===== src/rtl/core/rih_pkg.sv =====
package rih_pkg;

  localparam int unsigned ModeW  = 2;
  localparam int unsigned IdW    = 10;
  localparam int unsigned ListW  = 2;
  localparam int unsigned TotalW = 11;
  localparam int unsigned CountW = 2;

  localparam logic [CountW-1:0] CountMax = 2'd3;

  // Identifier store depth and command queue depth
  localparam int unsigned DefIdSpace = 1024;
  localparam int unsigned QueueDepth = 2;

  // Input mode codes
  localparam logic [ModeW-1:0] MODE_ADD   = 2'd0;
  localparam logic [ModeW-1:0] MODE_COUNT = 2'd1;
  localparam logic [ModeW-1:0] MODE_FIND  = 2'd2;

  // Classified operations handed from front to back
  typedef enum logic [1:0] {
    OP_ADD,
    OP_COUNT,
    OP_FIND,
    OP_MISS
  } op_e;

  typedef struct packed {
    op_e              op;
    logic [IdW-1:0]   id;
    logic             mark_en;
  } cmd_t;

  typedef struct packed {
    logic              mark;
    logic [CountW-1:0] count;
  } entry_t;

endpackage


===== src/rtl/core/rih_if.sv =====
interface rih_in_if;
  logic                        valid;
  logic                        ready;
  logic [rih_pkg::ModeW-1:0]   mode;
  logic [rih_pkg::IdW-1:0]     voter_id;
  logic [rih_pkg::ListW-1:0]   list_number;

  modport source (output valid, mode, voter_id, list_number, input ready);
  modport sink   (input valid, mode, voter_id, list_number, output ready);
endinterface

interface rih_out_if;
  logic                        valid;
  logic                        ready;
  logic [rih_pkg::TotalW-1:0]  marked_total;
  logic [rih_pkg::IdW-1:0]     found_id;
  logic                        found;

  modport source (output valid, marked_total, found_id, found, input ready);
  modport sink   (input valid, marked_total, found_id, found, output ready);
endinterface


===== src/rtl/core/rih_front.sv =====
module rih_front #(
  parameter int unsigned ID_SPACE = rih_pkg::DefIdSpace
) (
  rih_in_if.sink         in_i,
  output logic           push_o,
  output rih_pkg::cmd_t  cmd_o,
  input  logic           push_ready_i
);
  import rih_pkg::*;

  logic        keep;
  logic [31:0] id_ext;
  logic        id_in_range;

  assign id_ext      = 32'(in_i.voter_id);
  assign id_in_range = id_ext < ID_SPACE;

  // Classify the item; drop adds outside the store and unknown modes
  always_comb begin
    keep          = 1'b1;
    cmd_o.op      = OP_COUNT;
    cmd_o.id      = in_i.voter_id;
    cmd_o.mark_en = (in_i.list_number != '0);
    unique case (in_i.mode)
      MODE_ADD: begin
        cmd_o.op = OP_ADD;
        keep     = id_in_range;
      end
      MODE_COUNT: begin
        cmd_o.op = OP_COUNT;
      end
      MODE_FIND: begin
        cmd_o.op = id_in_range ? OP_FIND : OP_MISS;
      end
      default: begin
        keep = 1'b0;
      end
    endcase
  end

  assign in_i.ready = push_ready_i;
  assign push_o     = in_i.valid && push_ready_i && keep;

endmodule


===== src/rtl/core/rih_queue.sv =====
module rih_queue (
  input  logic           clk_i,
  input  logic           rst_ni,
  input  logic           push_i,
  input  rih_pkg::cmd_t  push_cmd_i,
  output logic           push_ready_o,
  output logic           pop_valid_o,
  output rih_pkg::cmd_t  pop_cmd_o,
  input  logic           pop_i
);
  import rih_pkg::*;

  localparam int unsigned PtrW = (QueueDepth > 1) ? $clog2(QueueDepth) : 1;
  localparam int unsigned CntW = $clog2(QueueDepth + 1);

  cmd_t            slot_q [QueueDepth];
  logic [PtrW-1:0] wr_ptr_q, wr_ptr_d;
  logic [PtrW-1:0] rd_ptr_q, rd_ptr_d;
  logic [CntW-1:0] fill_q, fill_d;
  logic            do_push, do_pop;

  assign push_ready_o = (fill_q != CntW'(QueueDepth));
  assign pop_valid_o  = (fill_q != '0);
  assign pop_cmd_o    = slot_q[rd_ptr_q];
  assign do_push      = push_i && push_ready_o;
  assign do_pop       = pop_i && pop_valid_o;

  always_comb begin
    wr_ptr_d = wr_ptr_q;
    rd_ptr_d = rd_ptr_q;
    fill_d   = fill_q;
    if (do_push) begin
      wr_ptr_d = (wr_ptr_q == PtrW'(QueueDepth - 1)) ? '0 : wr_ptr_q + 1'b1;
    end
    if (do_pop) begin
      rd_ptr_d = (rd_ptr_q == PtrW'(QueueDepth - 1)) ? '0 : rd_ptr_q + 1'b1;
    end
    if (do_push && !do_pop) begin
      fill_d = fill_q + 1'b1;
    end else if (do_pop && !do_push) begin
      fill_d = fill_q - 1'b1;
    end
  end

  always_ff @(posedge clk_i or negedge rst_ni) begin
    if (!rst_ni) begin
      wr_ptr_q <= '0;
      rd_ptr_q <= '0;
      fill_q   <= '0;
    end else begin
      wr_ptr_q <= wr_ptr_d;
      rd_ptr_q <= rd_ptr_d;
      fill_q   <= fill_d;
    end
  end

  always_ff @(posedge clk_i) begin
    if (do_push) begin
      slot_q[wr_ptr_q] <= push_cmd_i;
    end
  end

endmodule


===== src/rtl/core/rih_back.sv =====
module rih_back #(
  parameter int unsigned ID_SPACE = rih_pkg::DefIdSpace
) (
  input  logic           clk_i,
  input  logic           rst_ni,
  input  logic           cmd_valid_i,
  input  rih_pkg::cmd_t  cmd_i,
  output logic           cmd_pop_o,
  rih_out_if.source      out_o
);
  import rih_pkg::*;

  localparam int unsigned IdxW    = $clog2(ID_SPACE);
  localparam int unsigned ScanEnd = (ID_SPACE < (1 << IdW)) ? ID_SPACE : (1 << IdW);
  localparam logic [IdxW-1:0] LastIdx = IdxW'(ID_SPACE - 1);
  localparam logic [IdxW-1:0] ScanLast = IdxW'(ScanEnd - 1);

  typedef enum logic [1:0] {
    S_CLEAR,
    S_IDLE,
    S_ADD,
    S_FIND
  } state_e;

  state_e            state_q;
  logic [IdxW-1:0]   clr_idx_q;
  logic [IdxW-1:0]   chk_idx_q;
  logic              mark_en_q;
  logic [TotalW-1:0] total_q;
  logic              out_valid_q;
  logic [TotalW-1:0] out_total_q;
  logic [IdW-1:0]    out_id_q;
  logic              out_found_q;

  entry_t            mem_q [ID_SPACE];
  entry_t            rd_q;
  logic              rd_en;
  logic [IdxW-1:0]   rd_addr;
  logic              wr_en;
  logic [IdxW-1:0]   wr_addr;
  entry_t            wr_data;

  logic [31:0]       cmd_id_ext;
  logic [IdxW-1:0]   cmd_idx;
  logic [31:0]       chk_ext;
  logic              out_free;
  logic [CountW-1:0] cnt_next;
  logic              set_mark;

  assign cmd_id_ext = 32'(cmd_i.id);
  assign cmd_idx    = cmd_id_ext[IdxW-1:0];
  assign chk_ext    = 32'(chk_idx_q);
  assign out_free   = !out_valid_q || out_o.ready;

  // Adds never produce a result, so only queries wait for the output slot
  assign cmd_pop_o = (state_q == S_IDLE) && cmd_valid_i &&
                     ((cmd_i.op == OP_ADD) || out_free);

  // Read-modify-write of one entry
  assign cnt_next = (rd_q.count == CountMax) ? rd_q.count : rd_q.count + 1'b1;
  assign set_mark = mark_en_q && (cnt_next > CountW'(1)) && !rd_q.mark;

  always_comb begin
    rd_en   = 1'b0;
    rd_addr = cmd_idx;
    if (state_q == S_IDLE) begin
      rd_en = cmd_pop_o && ((cmd_i.op == OP_ADD) || (cmd_i.op == OP_FIND));
    end else if (state_q == S_FIND) begin
      rd_en   = !rd_q.mark && (chk_idx_q != ScanLast);
      rd_addr = chk_idx_q + 1'b1;
    end
  end

  always_comb begin
    wr_en   = 1'b0;
    wr_addr = chk_idx_q;
    wr_data = '0;
    if (state_q == S_CLEAR) begin
      wr_en   = 1'b1;
      wr_addr = clr_idx_q;
    end else if (state_q == S_ADD) begin
      wr_en         = 1'b1;
      wr_data.count = cnt_next;
      wr_data.mark  = rd_q.mark || set_mark;
    end
  end

  always_ff @(posedge clk_i) begin
    if (wr_en) begin
      mem_q[wr_addr] <= wr_data;
    end
    if (rd_en) begin
      rd_q <= mem_q[rd_addr];
    end
  end

  always_ff @(posedge clk_i or negedge rst_ni) begin
    if (!rst_ni) begin
      state_q     <= S_CLEAR;
      clr_idx_q   <= '0;
      total_q     <= '0;
      out_valid_q <= 1'b0;
    end else begin
      if (out_valid_q && out_o.ready) begin
        out_valid_q <= 1'b0;
      end
      unique case (state_q)
        S_CLEAR: begin
          if (clr_idx_q == LastIdx) begin
            state_q <= S_IDLE;
          end else begin
            clr_idx_q <= clr_idx_q + 1'b1;
          end
        end
        S_IDLE: begin
          if (cmd_pop_o) begin
            unique case (cmd_i.op)
              OP_ADD: begin
                chk_idx_q <= cmd_idx;
                mark_en_q <= cmd_i.mark_en;
                state_q   <= S_ADD;
              end
              OP_FIND: begin
                chk_idx_q <= cmd_idx;
                state_q   <= S_FIND;
              end
              OP_COUNT, OP_MISS: begin
                out_valid_q <= 1'b1;
                out_total_q <= total_q;
                out_id_q    <= '0;
                out_found_q <= 1'b0;
              end
              default: begin
                state_q <= S_IDLE;
              end
            endcase
          end
        end
        S_ADD: begin
          if (set_mark) begin
            total_q <= total_q + 1'b1;
          end
          state_q <= S_IDLE;
        end
        S_FIND: begin
          if (rd_q.mark) begin
            out_valid_q <= 1'b1;
            out_total_q <= total_q;
            out_id_q    <= chk_ext[IdW-1:0];
            out_found_q <= 1'b1;
            state_q     <= S_IDLE;
          end else if (chk_idx_q == ScanLast) begin
            out_valid_q <= 1'b1;
            out_total_q <= total_q;
            out_id_q    <= '0;
            out_found_q <= 1'b0;
            state_q     <= S_IDLE;
          end else begin
            chk_idx_q <= chk_idx_q + 1'b1;
          end
        end
        default: begin
          state_q <= S_IDLE;
        end
      endcase
    end
  end

  assign out_o.valid        = out_valid_q;
  assign out_o.marked_total = out_total_q;
  assign out_o.found_id     = out_id_q;
  assign out_o.found        = out_found_q;

endmodule


===== src/rtl/core/repeated_id_histogram.sv =====
// Repeated-identifier histogram.
// in_i carries items: mode (add, count query, find query), voter_id and
// list_number. out_o carries one result per query: marked_total, found_id
// and found. Adds and items with an unknown mode produce no result.
// Items pass a front classifier into a two-entry command queue; the back
// end owns the per-identifier store (count and mark, one memory port).
// Back end: an add reads its entry, then writes it back; a count query is
// answered straight from the idle state. A find reads one mark per cycle
// from the start value upward and stops at the first mark, or at
// min(ID_SPACE, 1024) - 1 when nothing matches. From accept to result,
// a count query passes the queue slot, then the output register; a find
// also passes its scan of the store.
// Reset: the back end clears the store, one entry per cycle, through all
// ID_SPACE entries; items are still taken until the queue fills.
// Receiver stall: the result stays in the output register; adds keep
// draining, and the next query waits in the queue, backing up in_i.ready.
module repeated_id_histogram #(
  parameter int unsigned ID_SPACE = rih_pkg::DefIdSpace
) (
  input  logic      clk_i,
  input  logic      rst_ni,
  rih_in_if.sink    in_i,
  rih_out_if.source out_o
);
  import rih_pkg::*;

  // Front to queue
  logic push;
  logic push_ready;
  cmd_t push_cmd;

  // Queue to back
  logic pop_valid;
  logic pop;
  cmd_t pop_cmd;

  // Classify items and drop those with no effect
  rih_front #(
    .ID_SPACE (ID_SPACE)
  ) u_front (
    .in_i         (in_i),
    .push_o       (push),
    .cmd_o        (push_cmd),
    .push_ready_i (push_ready)
  );

  // Decouple classification from execution
  rih_queue u_queue (
    .clk_i        (clk_i),
    .rst_ni       (rst_ni),
    .push_i       (push),
    .push_cmd_i   (push_cmd),
    .push_ready_o (push_ready),
    .pop_valid_o  (pop_valid),
    .pop_cmd_o    (pop_cmd),
    .pop_i        (pop)
  );

  // Execute adds, queries and scans against the store
  rih_back #(
    .ID_SPACE (ID_SPACE)
  ) u_back (
    .clk_i       (clk_i),
    .rst_ni      (rst_ni),
    .cmd_valid_i (pop_valid),
    .cmd_i       (pop_cmd),
    .cmd_pop_o   (pop),
    .out_o       (out_o)
  );

endmodule


===== src/flat_wrapper.sv =====
// flat-port wrapper written by rule: the top's interface ports become plain ports
module repeated_id_histogram_flat import rih_pkg::*;
#(
  parameter int unsigned ID_SPACE = rih_pkg::DefIdSpace
)
  (clk_i, rst_ni, in_i_valid, in_i_mode, in_i_voter_id, in_i_list_number, in_i_ready, out_o_valid, out_o_marked_total, out_o_found_id, out_o_found, out_o_ready);
  rih_in_if in_i_i ();
  rih_out_if out_o_i ();
  input  logic clk_i;
  input  logic rst_ni;
  input wire logic [$bits(in_i_i.valid)-1:0] in_i_valid;
  input wire logic [$bits(in_i_i.mode)-1:0] in_i_mode;
  input wire logic [$bits(in_i_i.voter_id)-1:0] in_i_voter_id;
  input wire logic [$bits(in_i_i.list_number)-1:0] in_i_list_number;
  output wire logic [$bits(in_i_i.ready)-1:0] in_i_ready;
  output wire logic [$bits(out_o_i.valid)-1:0] out_o_valid;
  output wire logic [$bits(out_o_i.marked_total)-1:0] out_o_marked_total;
  output wire logic [$bits(out_o_i.found_id)-1:0] out_o_found_id;
  output wire logic [$bits(out_o_i.found)-1:0] out_o_found;
  input wire logic [$bits(out_o_i.ready)-1:0] out_o_ready;
  assign in_i_i.valid = in_i_valid;
  assign in_i_i.mode = in_i_mode;
  assign in_i_i.voter_id = in_i_voter_id;
  assign in_i_i.list_number = in_i_list_number;
  assign in_i_ready = in_i_i.ready;
  assign out_o_valid = out_o_i.valid;
  assign out_o_marked_total = out_o_i.marked_total;
  assign out_o_found_id = out_o_i.found_id;
  assign out_o_found = out_o_i.found;
  assign out_o_i.ready = out_o_ready;
  repeated_id_histogram #(.ID_SPACE(ID_SPACE)) u_core (.clk_i(clk_i), .rst_ni(rst_ni), .in_i(in_i_i), .out_o(out_o_i));
endmodule

===== config.mk =====
export PLATFORM = sky130hd
export DESIGN_NAME = repeated_id_histogram_flat
export DESIGN_NICKNAME = d
export VERILOG_FILES = /design/src/rtl/core/rih_pkg.sv /design/src/rtl/core/rih_if.sv /design/src/rtl/core/rih_front.sv /design/src/rtl/core/rih_queue.sv /design/src/rtl/core/rih_back.sv /design/src/rtl/core/repeated_id_histogram.sv /design/src/flat_wrapper.sv
export SDC_FILE = /design/constraint.sdc
export NUM_CORES = 2
export LEC_CHECK = 0
export ABC_AREA = 1
export BUFFER_PORTS_ARGS = -buffer_cell sky130_fd_sc_hd__buf_4
export CORE_UTILIZATION = 40
export CTS_CLUSTER_SIZE = 40
export DETAILED_ROUTE_END_ITERATION = 12
export SLEW_MARGIN = 25
export SYNTH_ARGS = -nofsm -noshare
export SYNTH_HDL_FRONTEND = slang
export SYNTH_SLANG_ARGS = --single-unit

===== constraint.sdc =====
create_clock -name clk_i -period 81.6 [get_ports clk_i]
set_input_delay 12.24 -clock clk_i [delete_from_list [all_inputs] [get_ports clk_i]]
set_output_delay 12.24 -clock clk_i [all_outputs]
set_load 0.1 [all_outputs]

==> reports/results.ini <==
[synth]
synth.net_count = 13200
netlist_area_um2 = 139000
synth_warnings = 0
yosysSeqAreaShare_pct = 68.3
ys_seq_elements = 3162
synthCells = 13200
synth_cell_type_count = 41
avgSynthCellArea_um2 = 10.5

[clocking]
numCtsBuffers = 330
ctsHoldBuffers = 0
cts_num_sinks = 3162
cts.repair.resized = 0
cts_tree = built
cts_max_level = 5
clk_pin_slew_ns = 0.06
post_cts_buffers = 0
clock_latency_ns = 0.90
root_buffer = clkbuf_16
cts_buffer_depth = 4

[routing]
wire_per_inst_um = 21.7
routed_wl_mm = 384
antenna_left = 0
drt-initial-drc-count = 9267
firstDrtPassIters = 6
route.detailed.drc = 0
vias = 93200
via_per_inst = 5.26

[die]
initial_utilization_pct = 40.3
rows = 215
die_h_um = 591
die-area_um2 = 349000
io_pins = 42
core-area_um2 = 344000
die_width_um = 591

[sta]
final_hold_viol_count = 0
timing.fmax_ghz = 0.0714
maxSlewHeadroom_pct = 26.6
timing.final.crit_period_ns = 14.00
hold_ws_ns = 0.478
maxSlewViolCount = 0
min_period_over_period_pct = 17.2
worst_pin_slew_ns = 1.10
fin_ws_ns = 67.60
rsz0062_at_grt = no
fin_setup_tns_ns = 0
clock_skew_ns = 0.0424
setup_viol = 0

[placement]
dp_slack_ns = 67.62
placed_cells = 17100
numPortBuffers = 41
gp_congestion = 0.818
hpwl_mm = 204

[pwr]
max-vdd-ir-drop_mv = 0.0532
powerDensity_nw_per_um2 = 37.6
power.leakage_nw = 58.7

[cells_and_area]
drive_above_1_share_pct = 5.78
most-common-layout-cells = nand2_1 (3,417), edfxtp_1 (3,134), nand3_1 (2,134), inv_1 (1,672), nor2_1 (1,099)
finalNetCount = 12900
area_delta_synth_final_pct = 10.1
fin_cells = 17700
final_common_cell = nand2_1

[global_routing]
grt_overflow = 0
grt_pass1_vias = 90200
grt_pass1_wl_mm = 570
grt_max_degree = 189
antenna_found_initial = 20
grt_usage_pct = 21.7

[hold_path]
holdCritPathClass = reg -> reg

[worst_setup_path]
worstPathMaxFanout = 3
required_ns = 69.36
critical_path_class = reg -> out
start_kind = register
cp-end-kind = output pin
arrival_ns = 1.76

[flow_run]
maxCapViolCount = 0

[outcome]
status = complete, no violations

==> final timing paths <==
path / startpoint / to / slack [ns] / depth (start not counted)
min in group asynchronous: rst_ni / u_core.u_back.total_q[10] / 11.27 / 1
max: u_core.u_queue.fill_q[0] / in_i_ready / 67.60 / 3
max reg2reg: u_core.u_back.state_q[0] / u_core.u_back.rd_q[2] / 73.14 / 20
min reg2reg: u_core.u_back.total_q[10] / u_core.u_back.out_o.marked_total[10] / 0.48 / 0
max in group asynchronous: rst_ni / u_core.u_back.clr_idx_q[1] / 70.04 / 1
min: u_core.u_back.total_q[10] / u_core.u_back.out_o.marked_total[10] / 0.48 / 0
==> worst max-delay path, cell delays in order (launching register included) <==
cell and delay [ns]:
dfrtp_1 0.40, inv_1 0.09, nand2_1 0.08, buf_4 0.29
==> sequential cells by signal, summed over array words and instances, names as in the netlist <==
name,count
u_core.u_back.chk_idx_q,10
u_core.u_back.clr_idx_q,10
u_core.u_back.mark_en_q,1
u_core.u_back.mem_q,3072
u_core.u_back.out_o.found,1
u_core.u_back.out_o.found_id,10
u_core.u_back.out_o.marked_total,11
u_core.u_back.out_o.valid,1
u_core.u_back.rd_q,3
u_core.u_back.state_q,2
u_core.u_back.total_q,11
u_core.u_queue.fill_q,2
u_core.u_queue.rd_ptr_q,1
u_core.u_queue.slot_q,26
u_core.u_queue.wr_ptr_q,1
==> kinds of logic after synthesis <==
logic type,count (synthesis),share of synthesized area (%)
simple gates,6844,20.8
flops,3162,68.3
buf+inv,2568,7.67
compound gates,625,2.98
xor+xnor,22,0.139
fa+ha+maj,4,0.0361
mux,1,0.00722
==> layer usage <==
| layer | GRT usage [%] | up-vias | part of all wire [%] |
|---|---|---|---|
| li1 | - | 43600 | - |
| met3 | 2.77 | 693 | 7.1 |
| met2 | 36.1 | 3380 | 47 |
| met1 | 29.1 | 45500 | 42 |
| met4 | 8.01 | 2 | 3.8 |
| met5 | 0 | - | 0.0034 |
==> area by class of cell <==
type	instances	area, µm²
Inverter	1689	6360
Sequential cell	3162	94800
Clock inverter	176	1360
Fill cell	32200	191000
Tap cell	4557	5700
Multi-Input combinational cell	7496	33800
Clock buffer	404	8810
Timing Repair Buffer	228	1940
Antenna cell	3	7.51
==> report_power, final <==
group	switching, W	leakage, nW	internal (W)
clock	0.000621	4.97	0.000825
sequential	0.0000111	29.8	0.00184
combinational	0.00183	24.0	0.000619
total	0.00246	58.7	0.00329
==> cells in the mapped netlist <==
cell | n | area share [%]
o21ai_2 | 4 | 0.025
and3_1 | 1 | 0.0045
xnor2_1 | 8 | 0.051
o21ai_1 | 9 | 0.032
a2111oi_0 | 1 | 0.0063
nor2_2 | 1 | 0.0045
buf_1 | 55 | 0.15
or2_2 | 6 | 0.027
o21bai_1 | 1 | 0.0054
nand3_1 | 2150 | 7.8
a21oi_1 | 6 | 0.022
dfrtp_1 | 28 | 0.51
or3_1 | 1 | 0.0045
buf_6 | 14 | 0.11
inv_2 | 11 | 0.030
edfxtp_1 | 3134 | 68
xor2_1 | 14 | 0.088
nand2_1 | 3436 | 9.3
nor3_1 | 21 | 0.076
nand2_2 | 3 | 0.014
buf_2 | 525 | 1.9
or2_1 | 1 | 0.0045
a2111o_1 | 1 | 0.0081
o31ai_1 | 1 | 0.0054
clkinv_1 | 1 | 0.0027
nand2_4 | 1 | 0.0081
o21ai_0 | 210 | 0.76
inv_1 | 1677 | 4.5
nand3b_1 | 110 | 0.60
nor2_1 | 1106 | 3.0
nand4_1 | 2 | 0.0090
and2b_1 | 1 | 0.0054
buf_4 | 65 | 0.35
a32oi_1 | 1 | 0.0063
mux2i_1 | 1 | 0.0072
ha_1 | 4 | 0.036
or2_0 | 1 | 0.0045
o211ai_1 | 391 | 2.1
clkbuf_1 | 220 | 0.60
nor4_1 | 1 | 0.0045
nand3_2 | 2 | 0.014
==> per-stage QoR <==
| step | cell area, µm² | power (W) | util (%) |
|---|---|---|---|
| 2_1_floorplan | 139000 | 0.00369 | - |
| 3_3_place_gp | 143000 | 0.00430 | 41.4 |
| 3_5_place_dp | 143000 | 0.00431 | 41.4 |
| 4_1_cts | 153000 | 0.00575 | 44.4 |
| 5_1_grt | 153000 | 0.00604 | 44.4 |
| 6_report | 153000 | 0.00574 | 44.4 |
No activity file was read; power rests on OpenSTA's default activity.
